--- config.mk ---
export PLATFORM = sky130hd
export DESIGN_NAME = wall_clock_time_code_converter
export DESIGN_NICKNAME = d
export VERILOG_FILES = /design/src/design/wcc_pkg.sv /design/src/design/wall_clock_time_code_converter.sv /design/src/design/wcc_div.sv
export VERILOG_INCLUDE_DIRS = /design/src /design/src/design
export SDC_FILE = /design/constraint.sdc
export NUM_CORES = 2
export LEC_CHECK = 0
export ABC_AREA = 1
export BUFFER_PORTS_ARGS = -buffer_cell sky130_fd_sc_hd__buf_4
export CAP_MARGIN = 20
export CORE_MARGIN = 4
export CORE_UTILIZATION = 45
export CTS_CLUSTER_DIAMETER = 50
export DETAILED_ROUTE_END_ITERATION = 8
export PLACE_DENSITY = 0.61
export SYNTH_ARGS = -nofsm -noshare
export SYNTH_HDL_FRONTEND = slang
export SYNTH_HIERARCHICAL = 1
export SYNTH_SLANG_ARGS = --single-unit
export TNS_END_PERCENT = 20
--- constraint.sdc ---
create_clock -name clk -period 14.59 [get_ports clk]
set_input_delay 2.1885 -clock clk [delete_from_list [all_inputs] [get_ports clk]]
set_output_delay 2.1885 -clock clk [all_outputs]
set_load 0.01 [all_outputs]
--- src/design/wall_clock_time_code_converter_macros.svh ---
// Assertion helpers used by the asserting module.
`ifndef WALL_CLOCK_TIME_CODE_CONVERTER_MACROS_SVH
`define WALL_CLOCK_TIME_CODE_CONVERTER_MACROS_SVH

// Same-cycle implication, sampled on clk, off during reset.
`define WCC_ASSERT_NOW(label, ante, cons) \
    label: assert property (@(posedge clk) disable iff (!rst_n) (ante) |-> (cons)) \
        else $error("wcc assertion failed");

// Next-cycle implication, sampled on clk, off during reset.
`define WCC_ASSERT_NEXT(label, ante, cons) \
    label: assert property (@(posedge clk) disable iff (!rst_n) (ante) |=> (cons)) \
        else $error("wcc assertion failed");

`endif

--- src/design/wcc_pkg.sv ---
package wcc_pkg;

    localparam int DIVIDEND_W = 64;
    localparam int DIVISOR_W  = 32;
    localparam int CNT_W      = $clog2(DIVIDEND_W);
    localparam int PERIOD_W   = 27;
    localparam int PROD_W     = 32 + PERIOD_W;

    localparam logic [PERIOD_W-1:0] MS_PER_SECOND = PERIOD_W'(1000);
    localparam int unsigned         PERIOD_MIN    = 250;

    // Wrap window for sub-second periods: 2^32 / ceil(1000 / period)
    localparam logic [32:0]  CLOCK_SPAN = 33'h1_0000_0000;
    localparam int unsigned  WRAP_DIV   = (1000 + PERIOD_MIN - 1) / PERIOD_MIN;
    localparam logic [31:0]  WIN        = 32'(CLOCK_SPAN / WRAP_DIV);
    localparam int           WIN_SH     = $clog2(WIN);
    localparam logic [31:0]  WIN_Q      = WIN >> 2;
    localparam logic [31:0]  WIN_H      = WIN >> 1;

    typedef enum logic [1:0] {
        CMD_TICK     = 2'd0,
        CMD_SET      = 2'd1,
        CMD_TO_CODE  = 2'd2,
        CMD_TO_CLOCK = 2'd3
    } wcc_cmd_t;

    typedef enum logic [4:0] {
        S_IDLE   = 5'b00001,
        S_MUL    = 5'b00010,
        S_LAUNCH = 5'b00100,
        S_WAIT   = 5'b01000,
        S_FINISH = 5'b10000
    } wcc_state_t;

    typedef struct packed {
        logic                  start;
        logic [DIVIDEND_W-1:0] dividend;
        logic [DIVISOR_W-1:0]  divisor;
    } wcc_div_req_t;

    function automatic logic [PERIOD_W-1:0] period_ms(input logic [2:0] sel);
        logic [PERIOD_W-1:0] p;
        case (sel)
            3'd0:    p = PERIOD_W'(250);
            3'd1:    p = PERIOD_W'(1000);
            3'd2:    p = PERIOD_W'(15000);
            3'd3:    p = PERIOD_W'(60000);
            3'd4:    p = PERIOD_W'(600000);
            3'd5:    p = PERIOD_W'(1800000);
            3'd6:    p = PERIOD_W'(3600000);
            default: p = PERIOD_W'(86400000);
        endcase
        return p;
    endfunction

    // Recover the wrapped high part of a sub-second code against a reference clock.
    function automatic logic [31:0] wrap_fix(input logic [31:0] clk_q,
                                             input logic [31:0] ref_in);
        logic [2:0]  n;
        logic [31:0] r;
        logic        edge_hit;
        n        = 3'd0;
        r        = ref_in;
        edge_hit = 1'b0;
        if (ref_in > WIN)
        begin
            n = 3'((ref_in - 32'd1) >> WIN_SH);
            r = ref_in - (32'(n) << WIN_SH);
        end
        if (r < WIN_Q)
        begin
            if (n != 3'd0)
            begin
                edge_hit = 1'b1;
                n        = n - 3'd1;
            end
        end
        else if (r > WIN_Q + WIN_H)
        begin
            edge_hit = 1'b1;
        end
        if (edge_hit && (clk_q < WIN_H))
        begin
            n = n + 3'd1;
        end
        return clk_q + (32'(n) << WIN_SH);
    endfunction

endpackage

--- src/design/wall_clock_time_code_converter.sv ---
// Sequence: tick and set go from acceptance through launch and the 64-step serial divider
// to finish; conversions take a multiply step first; a conversion with an invalid scale
// goes straight to finish. A new command is accepted only when idle (busy low).
// done pulses for one cycle with the result; the receiver cannot stall it.
// rst_n is asynchronous, active low: timebase, anchors and clock reset to zero, block idle.
module wall_clock_time_code_converter #(
    parameter int unsigned TICKS_PER_SECOND = 1000000
) (
    input  logic        clk,
    input  logic        rst_n,
    input  logic        start,
    output logic        busy,
    input  logic [1:0]  command,
    input  logic [63:0] time_us,
    input  logic [31:0] clock_value,
    input  logic [3:0]  scale,
    input  logic [31:0] time_code,
    input  logic [31:0] reference_clock,
    output logic        done,
    output logic [31:0] answer,
    output logic [63:0] now_us,
    output logic [63:0] since_last_tick,
    output logic [31:0] clock_now,
    output logic        never_set,
    output logic        scale_error
);
    import wcc_pkg::*;

    // Architecture: a small sequencer drives one shared multiplier step and one
    // serial divider. The wall clock is cached in clock_reg and recomputed
    // after every tick or set, so conversions never need a second division.

    // sequencer and timekeeping state
    wcc_state_t           state_reg, state_next;
    logic [63:0]          cur_reg, cur_next;
    logic [63:0]          prev_reg, prev_next;
    logic [63:0]          anc_time_reg, anc_time_next;
    logic [31:0]          anc_clk_reg, anc_clk_next;
    logic [31:0]          clock_reg, clock_next;

    // per-beat working registers
    wcc_cmd_t             cmd_reg, cmd_next;
    logic [PERIOD_W-1:0]  period_reg, period_next;
    logic                 wrap_en_reg, wrap_en_next;
    logic [31:0]          opa_reg, opa_next;
    logic [31:0]          ref_reg, ref_next;
    logic [PROD_W-1:0]    prod_reg, prod_next;
    logic [31:0]          answer_reg, answer_next;
    logic                 err_reg, err_next;

    wcc_cmd_t             cmd_in;
    logic                 accept;
    logic                 clk_op;
    logic [PERIOD_W-1:0]  mul_b;
    logic [PERIOD_W-1:0]  sel_period;
    wcc_div_req_t         div_req;
    logic                 div_done;
    logic [31:0]          div_q;

    assign cmd_in     = wcc_cmd_t'(command);
    assign accept     = start && (state_reg == S_IDLE);
    assign clk_op     = (cmd_reg == CMD_TICK) || (cmd_reg == CMD_SET);
    assign sel_period = period_ms(scale[2:0]);

    // clock->code multiplies the clock by 1000; code->clock multiplies by the period
    assign mul_b = (cmd_reg == CMD_TO_CODE) ? MS_PER_SECOND : period_reg;

    // divider operand selection
    always_comb
    begin
        div_req.start = (state_reg == S_LAUNCH);
        if (clk_op)
        begin
            div_req.dividend = cur_reg - anc_time_reg;
            div_req.divisor  = DIVISOR_W'(TICKS_PER_SECOND);
        end
        else
        begin
            div_req.dividend = {{(DIVIDEND_W-PROD_W){1'b0}}, prod_reg};
            div_req.divisor  = (cmd_reg == CMD_TO_CODE)
                             ? {{(DIVISOR_W-PERIOD_W){1'b0}}, period_reg}
                             : {{(DIVISOR_W-PERIOD_W){1'b0}}, MS_PER_SECOND};
        end
    end

    wcc_div u_div (
        .clk      (clk),
        .rst_n    (rst_n),
        .req      (div_req),
        .done     (div_done),
        .quotient (div_q)
    );

    always_comb
    begin
        state_next    = state_reg;
        cur_next      = cur_reg;
        prev_next     = prev_reg;
        anc_time_next = anc_time_reg;
        anc_clk_next  = anc_clk_reg;
        clock_next    = clock_reg;
        cmd_next      = cmd_reg;
        period_next   = period_reg;
        wrap_en_next  = wrap_en_reg;
        opa_next      = opa_reg;
        ref_next      = ref_reg;
        prod_next     = prod_reg;
        answer_next   = answer_reg;
        err_next      = err_reg;

        case (state_reg)
            S_IDLE:
            begin
                if (accept)
                begin
                    cmd_next    = cmd_in;
                    answer_next = '0;
                    err_next    = 1'b0;
                    case (cmd_in)
                        CMD_TICK:
                        begin
                            prev_next  = cur_reg;
                            cur_next   = time_us;
                            state_next = S_LAUNCH;
                        end
                        CMD_SET:
                        begin
                            anc_clk_next  = clock_value;
                            anc_time_next = cur_reg;
                            state_next    = S_LAUNCH;
                        end
                        default:
                        begin
                            if (scale[3])
                            begin
                                // invalid scale: flag and skip all arithmetic
                                err_next   = 1'b1;
                                state_next = S_FINISH;
                            end
                            else
                            begin
                                period_next  = sel_period;
                                wrap_en_next = (cmd_in == CMD_TO_CLOCK) &&
                                               (sel_period < MS_PER_SECOND);
                                if (cmd_in == CMD_TO_CODE)
                                begin
                                    opa_next = (clock_value == '0) ? clock_reg : clock_value;
                                end
                                else
                                begin
                                    opa_next = time_code;
                                end
                                ref_next   = (reference_clock == '0) ? clock_reg
                                                                     : reference_clock;
                                state_next = S_MUL;
                            end
                        end
                    endcase
                end
            end
            S_MUL:
            begin
                prod_next  = PROD_W'(opa_reg * mul_b);
                state_next = S_LAUNCH;
            end
            S_LAUNCH:
            begin
                state_next = S_WAIT;
            end
            S_WAIT:
            begin
                if (div_done)
                begin
                    if (clk_op)
                    begin
                        clock_next = div_q + anc_clk_reg;
                    end
                    else if (wrap_en_reg)
                    begin
                        answer_next = wrap_fix(div_q, ref_reg);
                    end
                    else
                    begin
                        answer_next = div_q;
                    end
                    state_next = S_FINISH;
                end
            end
            S_FINISH:
            begin
                state_next = S_IDLE;
            end
            default:
            begin
                state_next = S_IDLE;
            end
        endcase
    end

    always_ff @(posedge clk or negedge rst_n)
    begin
        if (!rst_n)
        begin
            state_reg    <= S_IDLE;
            cur_reg      <= '0;
            prev_reg     <= '0;
            anc_time_reg <= '0;
            anc_clk_reg  <= '0;
            clock_reg    <= '0;
        end
        else
        begin
            state_reg    <= state_next;
            cur_reg      <= cur_next;
            prev_reg     <= prev_next;
            anc_time_reg <= anc_time_next;
            anc_clk_reg  <= anc_clk_next;
            clock_reg    <= clock_next;
        end
    end

    always_ff @(posedge clk)
    begin
        cmd_reg     <= cmd_next;
        period_reg  <= period_next;
        wrap_en_reg <= wrap_en_next;
        opa_reg     <= opa_next;
        ref_reg     <= ref_next;
        prod_reg    <= prod_next;
        answer_reg  <= answer_next;
        err_reg     <= err_next;
    end

    // result beat
    assign busy            = (state_reg != S_IDLE);
    assign done            = (state_reg == S_FINISH);
    assign answer          = answer_reg;
    assign now_us          = cur_reg;
    assign since_last_tick = cur_reg - prev_reg;
    assign clock_now       = clock_reg;
    assign never_set       = (anc_time_reg == '0) && (anc_clk_reg == '0);
    assign scale_error     = err_reg;

`include "wall_clock_time_code_converter_macros.svh"

    `WCC_ASSERT_NEXT(a_done_single, done, !done)
    `WCC_ASSERT_NEXT(a_accept_busy, start && !busy, busy)
    `WCC_ASSERT_NOW(a_div_done_wait, div_done, state_reg == S_WAIT)
    `WCC_ASSERT_NOW(a_err_zero, done && scale_error, answer == '0)
    `WCC_ASSERT_NOW(a_err_conv, done && scale_error,
        (cmd_reg == CMD_TO_CODE) || (cmd_reg == CMD_TO_CLOCK))

endmodule

--- src/design/wcc_div.sv ---
module wcc_div (
    input  logic                clk,
    input  logic                rst_n,
    input  wcc_pkg::wcc_div_req_t req,
    output logic                done,
    output logic [31:0]         quotient
);
    import wcc_pkg::*;

    logic                  busy_reg, busy_next;
    logic                  done_reg, done_next;
    logic [CNT_W-1:0]      count_reg, count_next;
    logic [DIVISOR_W-1:0]  rem_reg, rem_next;
    logic [DIVIDEND_W-1:0] dvd_reg, dvd_next;
    logic [DIVISOR_W-1:0]  dsr_reg, dsr_next;
    logic [DIVISOR_W:0]    trial;
    logic                  fits;

    // restoring step: one quotient bit per cycle, MSB first
    assign trial = {rem_reg, dvd_reg[DIVIDEND_W-1]} - {1'b0, dsr_reg};
    assign fits  = ~trial[DIVISOR_W];

    always_comb
    begin
        busy_next  = busy_reg;
        done_next  = 1'b0;
        count_next = count_reg;
        rem_next   = rem_reg;
        dvd_next   = dvd_reg;
        dsr_next   = dsr_reg;
        if (req.start)
        begin
            busy_next  = 1'b1;
            count_next = '1;
            rem_next   = '0;
            dvd_next   = req.dividend;
            dsr_next   = req.divisor;
        end
        else if (busy_reg)
        begin
            rem_next   = fits ? trial[DIVISOR_W-1:0]
                              : {rem_reg[DIVISOR_W-2:0], dvd_reg[DIVIDEND_W-1]};
            dvd_next   = {dvd_reg[DIVIDEND_W-2:0], fits};
            count_next = count_reg - CNT_W'(1);
            if (count_reg == '0)
            begin
                busy_next = 1'b0;
                done_next = 1'b1;
            end
        end
    end

    always_ff @(posedge clk or negedge rst_n)
    begin
        if (!rst_n)
        begin
            busy_reg  <= 1'b0;
            done_reg  <= 1'b0;
            count_reg <= '0;
        end
        else
        begin
            busy_reg  <= busy_next;
            done_reg  <= done_next;
            count_reg <= count_next;
        end
    end

    always_ff @(posedge clk)
    begin
        rem_reg <= rem_next;
        dvd_reg <= dvd_next;
        dsr_reg <= dsr_next;
    end

    assign done     = done_reg;
    assign quotient = dvd_reg[31:0];

endmodule
==> results.md <==
Routing:
- The post-detailed-route DRC marker count is 0.
- The sum of routed wire length over all layers is 222500 um.
- After the first detailed-routing iteration, the DRC count stood at 4853.
- The count of nets left with antenna violations once routing finished came out at 0.
- The via count normalized by instance count is 5.330.
- The number of detailed-routing iterations run before antenna repair is 8.
- The final route contains 53370 vias.
- In the final routed layout, each cell accounts on average for 22.22 um.

Yosys:
- The mapped netlist covers 61200 um^2.
- In the synthesized netlist, the number of instances is 7891.
- For this run, the number of Yosys warnings is 6.
- The flip-flop and latch count after synthesis is 574.
- The number of distinct standard cells referenced by the synthesized netlist is 66.
- The portion of synthesized cell area occupied by the leading cell type is 19.46%.
- The proportion of synthesized flip-flops having asynchronous set or reset is 46.86%.
- For this run, the leading register cell type out of synthesis is edfxtp_1.
- In this run, synthesis inferred 273 flip-flops with an integrated enable.
- In the post-synthesis netlist, the biggest area contributors are fa_1, edfxtp_1, dfrtp_1, inv_1, nand2_1.
- The cell type with the highest aggregate area in the netlist is fa_1.
- The average instance in the mapped netlist occupies 7.756 um^2.
- The share of the Yosys chip area taken by registers is 25.44%.

Cells and area:
- The sequential cell area is 15570 um^2.
- The filler cells instantiated in the layout total 13270.
- The final standard cell count with taps included and fillers excluded is 10010.
- The finished cells cover 68390 um^2.
- The area taken by multi-input logic gates is 38200 um^2.
- The fraction of layout instances using a drive strength above 1 is 8.896%.
- The final layout contains 9387 nets.
- The area growth from synthesis to layout is 11.74%.

Outcome:
- The run finished with clean final reports.

Die:
- 365 I/O pins were placed.
- The full die area is 142000 um^2.
- Once the floorplan was initialized, standard cells occupied 45.23% of the core.
- The total number of placement rows is 135.
- The die span in x is 376.8 um.
- The vertical die dimension is 376.8 um.
- The region available for standard cell placement spans 135300 um^2.

Place:
- The post-DP HPWL is 182900 um.
- Routability-driven placement finished with a final weighted congestion of 0.9676.
- Buffers placed on the I/O ports in this run total 364.
- Summing all placed instances gives a cell area of 65570 um^2.
- The placed instance count is 9854.

Worst hold path:
- Counting instances, the worst hold path has a depth of 2.
- The hold path startpoint is u_div/rem_reg[17].
- The class of the tightest hold or removal check is register to register.
- The path with the worst hold slack has its endpoint at u_div/rem_reg[17].

Clocking:
- CTS saw 574 sinks.
- The clock latency on the worst-skew pair is 700 ps.
- The H-tree generated during clock tree synthesis spans 3 levels.
- The number of hold-repair buffers added at the cts stage is 0.
- The post-CTS setup-driven buffer insertion count is 0.
- The CTS clock-pin slew for the worst setup and hold paths is 50 ps.
- The clock tree from TritonCTS is yes.
- Buffers inserted during clock tree synthesis total 82.
- The buffer type at the clock tree root is clkbuf_16.
- The number of buffers between clock root and the deepest sink is 3.
- In this run, post-CTS repair resized a total of 0 instances.

STA:
- The number of failing hold endpoints at the final stage is 0.
- The worst path uses 60.52% of the clock period.
- For the pin with the worst max-slew slack, the measured transition is 1151 ps.
- In this run the tightest slew margin relative to its limit is 22.58%.
- The minimum clock period after layout is 8829 ps.
- The count of final max-slew check failures was 0.
- The highest clock frequency the design can meet is 0.1133 GHz.
- Final hold analysis gives a worst-case slack of 475.0 ps.
- The worst-case clock skew is 52.03 ps.
- In the final timing run, aggregate negative setup slack is 0 ps.
- The final count of negative-setup-slack endpoints is 0.
- Setup repair after global routing left no endpoint under its margin.

Critical path:
- The worst reg2reg path startpoint is cmd_reg[0].
- The data required time at the worst endpoint is 15030 ps.
- The cell type group with the largest total delay on the critical path is adder cells.
- The worst setup path is launched from a register.
- By instance count, the cell type seen most on the critical path is fa_1.
- For this design, the slowest cell found on the critical path is nor2_1.
- The critical path buffer and inverter count is 8.
- The highest fanout seen on the critical path is 19.
- The setup slack on the worst flop-to-flop path is 5760 ps.
- In this run the worst setup path begins at cmd_reg[0].
- The endpoint kind of the worst setup timing path is a register.
- The path depth of the worst reg2reg path is 27.
- In this run the critical register-to-register path is captured at prod_reg[31].
- The setup path with the least slack is of type register to register.
- The largest single stage delay on the critical path is 800 ps.
- The worst path arrival time is 9270 ps.

Job:
- The max-cap check violation count is 0.

Global routing:
- The pin count of the biggest net entering global routing is 129.
- The via count of the first global-routing pass is 52340.
- Summed over all layers, the global routing overflow is 0.
- The wire length of the first global-routing pass is 330500 um.
- The number of antenna violations at the first check in global routing is 4.
- In the global route stage, overall resource usage came out at 31.05%.
[worst register-to-register path, delay by kind of cell, from the launching register on]
kind / cells / cell delay (ps)
xor+xnor: 1 / 330
fa+ha+maj: 8 / 3800
flops: 1 / 490
simple gates: 7 / 1450
buf+inv: 8 / 1540
compound gates: 3 / 990
[cell families after synthesis]
logic type / after synthesis / synth area share (%)
xor gates and xnor gates: 141 / 2.018
muxes: 65 / 1.513
AOI/OAI and AO/OA: 962 / 8.930
adders and majority gates: 1058 / 28.93
other: 1 / 0.006127
DFF: 574 / 25.44
and+or+nand+nor: 3137 / 20.83
buffers and inverters: 1953 / 12.33
[cells in the mapped netlist (6+ instances only)]
master and number:
inv_1 1692, nand2_1 1634, nor2_1 1007, fa_1 595
ha_1 463, o21ai_0 374, a21oi_1 295, edfxtp_1 273
dfrtp_1 268, nand3_1 237, clkbuf_1 165, a31oi_1 94
xor2_1 86, nor3_1 56, xnor2_1 55, mux2_4 52
nand4_1 52, a21o_1 39, nor4_1 39, or2_2 36
buf_4 35, o21bai_1 35, dfxtp_1 32, o21ai_1 25
o21a_1 21, inv_2 16, buf_2 14, o211ai_1 13
clkinv_1 12, mux2_2 12, nand3b_1 12, or2_1 12
a21boi_0 10, buf_1 10, a21oi_2 9, and3_1 9
buf_6 9, o21ai_2 9, and2_1 8, nand2_2 8
nor2_2 8, o22ai_1 6
[cell type report]
cell class	count	share of cell area (%)
diodes	4	0.01464
clock buffers	104	3.257
clock inverters	48	0.7282
inverters	1720	9.441
multi-input cells	5373	55.86
flip-flops and latches	574	22.77
well taps	1781	3.259
repair buffers	409	4.676
[layout by cell type, fill, tap and decap left out, types with 236 or more instances in the layout]
cell type	Yosys	final
nor2_1	1007	1003
fa_1	595	595
o21ai_0	374	374
nand3_1	237	236
inv_1	1692	1690
nand2_1	1634	1634
buf_4	35	402
dfrtp_1	268	268
a21oi_1	295	295
edfxtp_1	273	273
ha_1	463	463
[through the flow]
step / utilization (%) / worst slack, ps
final: 50.55 / 5761
after detailed placement: 48.46 / 6010
after global routing: 50.54 / 5503
after CTS: 50.48 / 5970
after global placement: 48.40 / 5853
after floorplan: - / 3458
[metal layers]
layer | vias up | global-route usage (%) | wire length, um
met3 | 408 | 5.553 | 18860
met5 | - | 0 | 0
met2 | 2264 | 48.00 | 97610
li1 | 24940 | - | -
met1 | 25750 | 43.42 | 96390
met4 | 0 | 12.15 | 9605
[worst max path at each step]
stage,slack [ps],endpoint,cells past startpoint
after CTS,5970,prod_reg[56],28
final,5760,prod_reg[31],27
after floorplan,3460,opa_reg[0],2
after detailed placement,6010,prod_reg[57],26
after global routing,5500,prod_reg[57],26
after global placement,5850,prod_reg[31],27
Power is left out: the tool's default activity adds up to more than one toggle a clock period on the data nets, which glitch-free logic cannot reach.
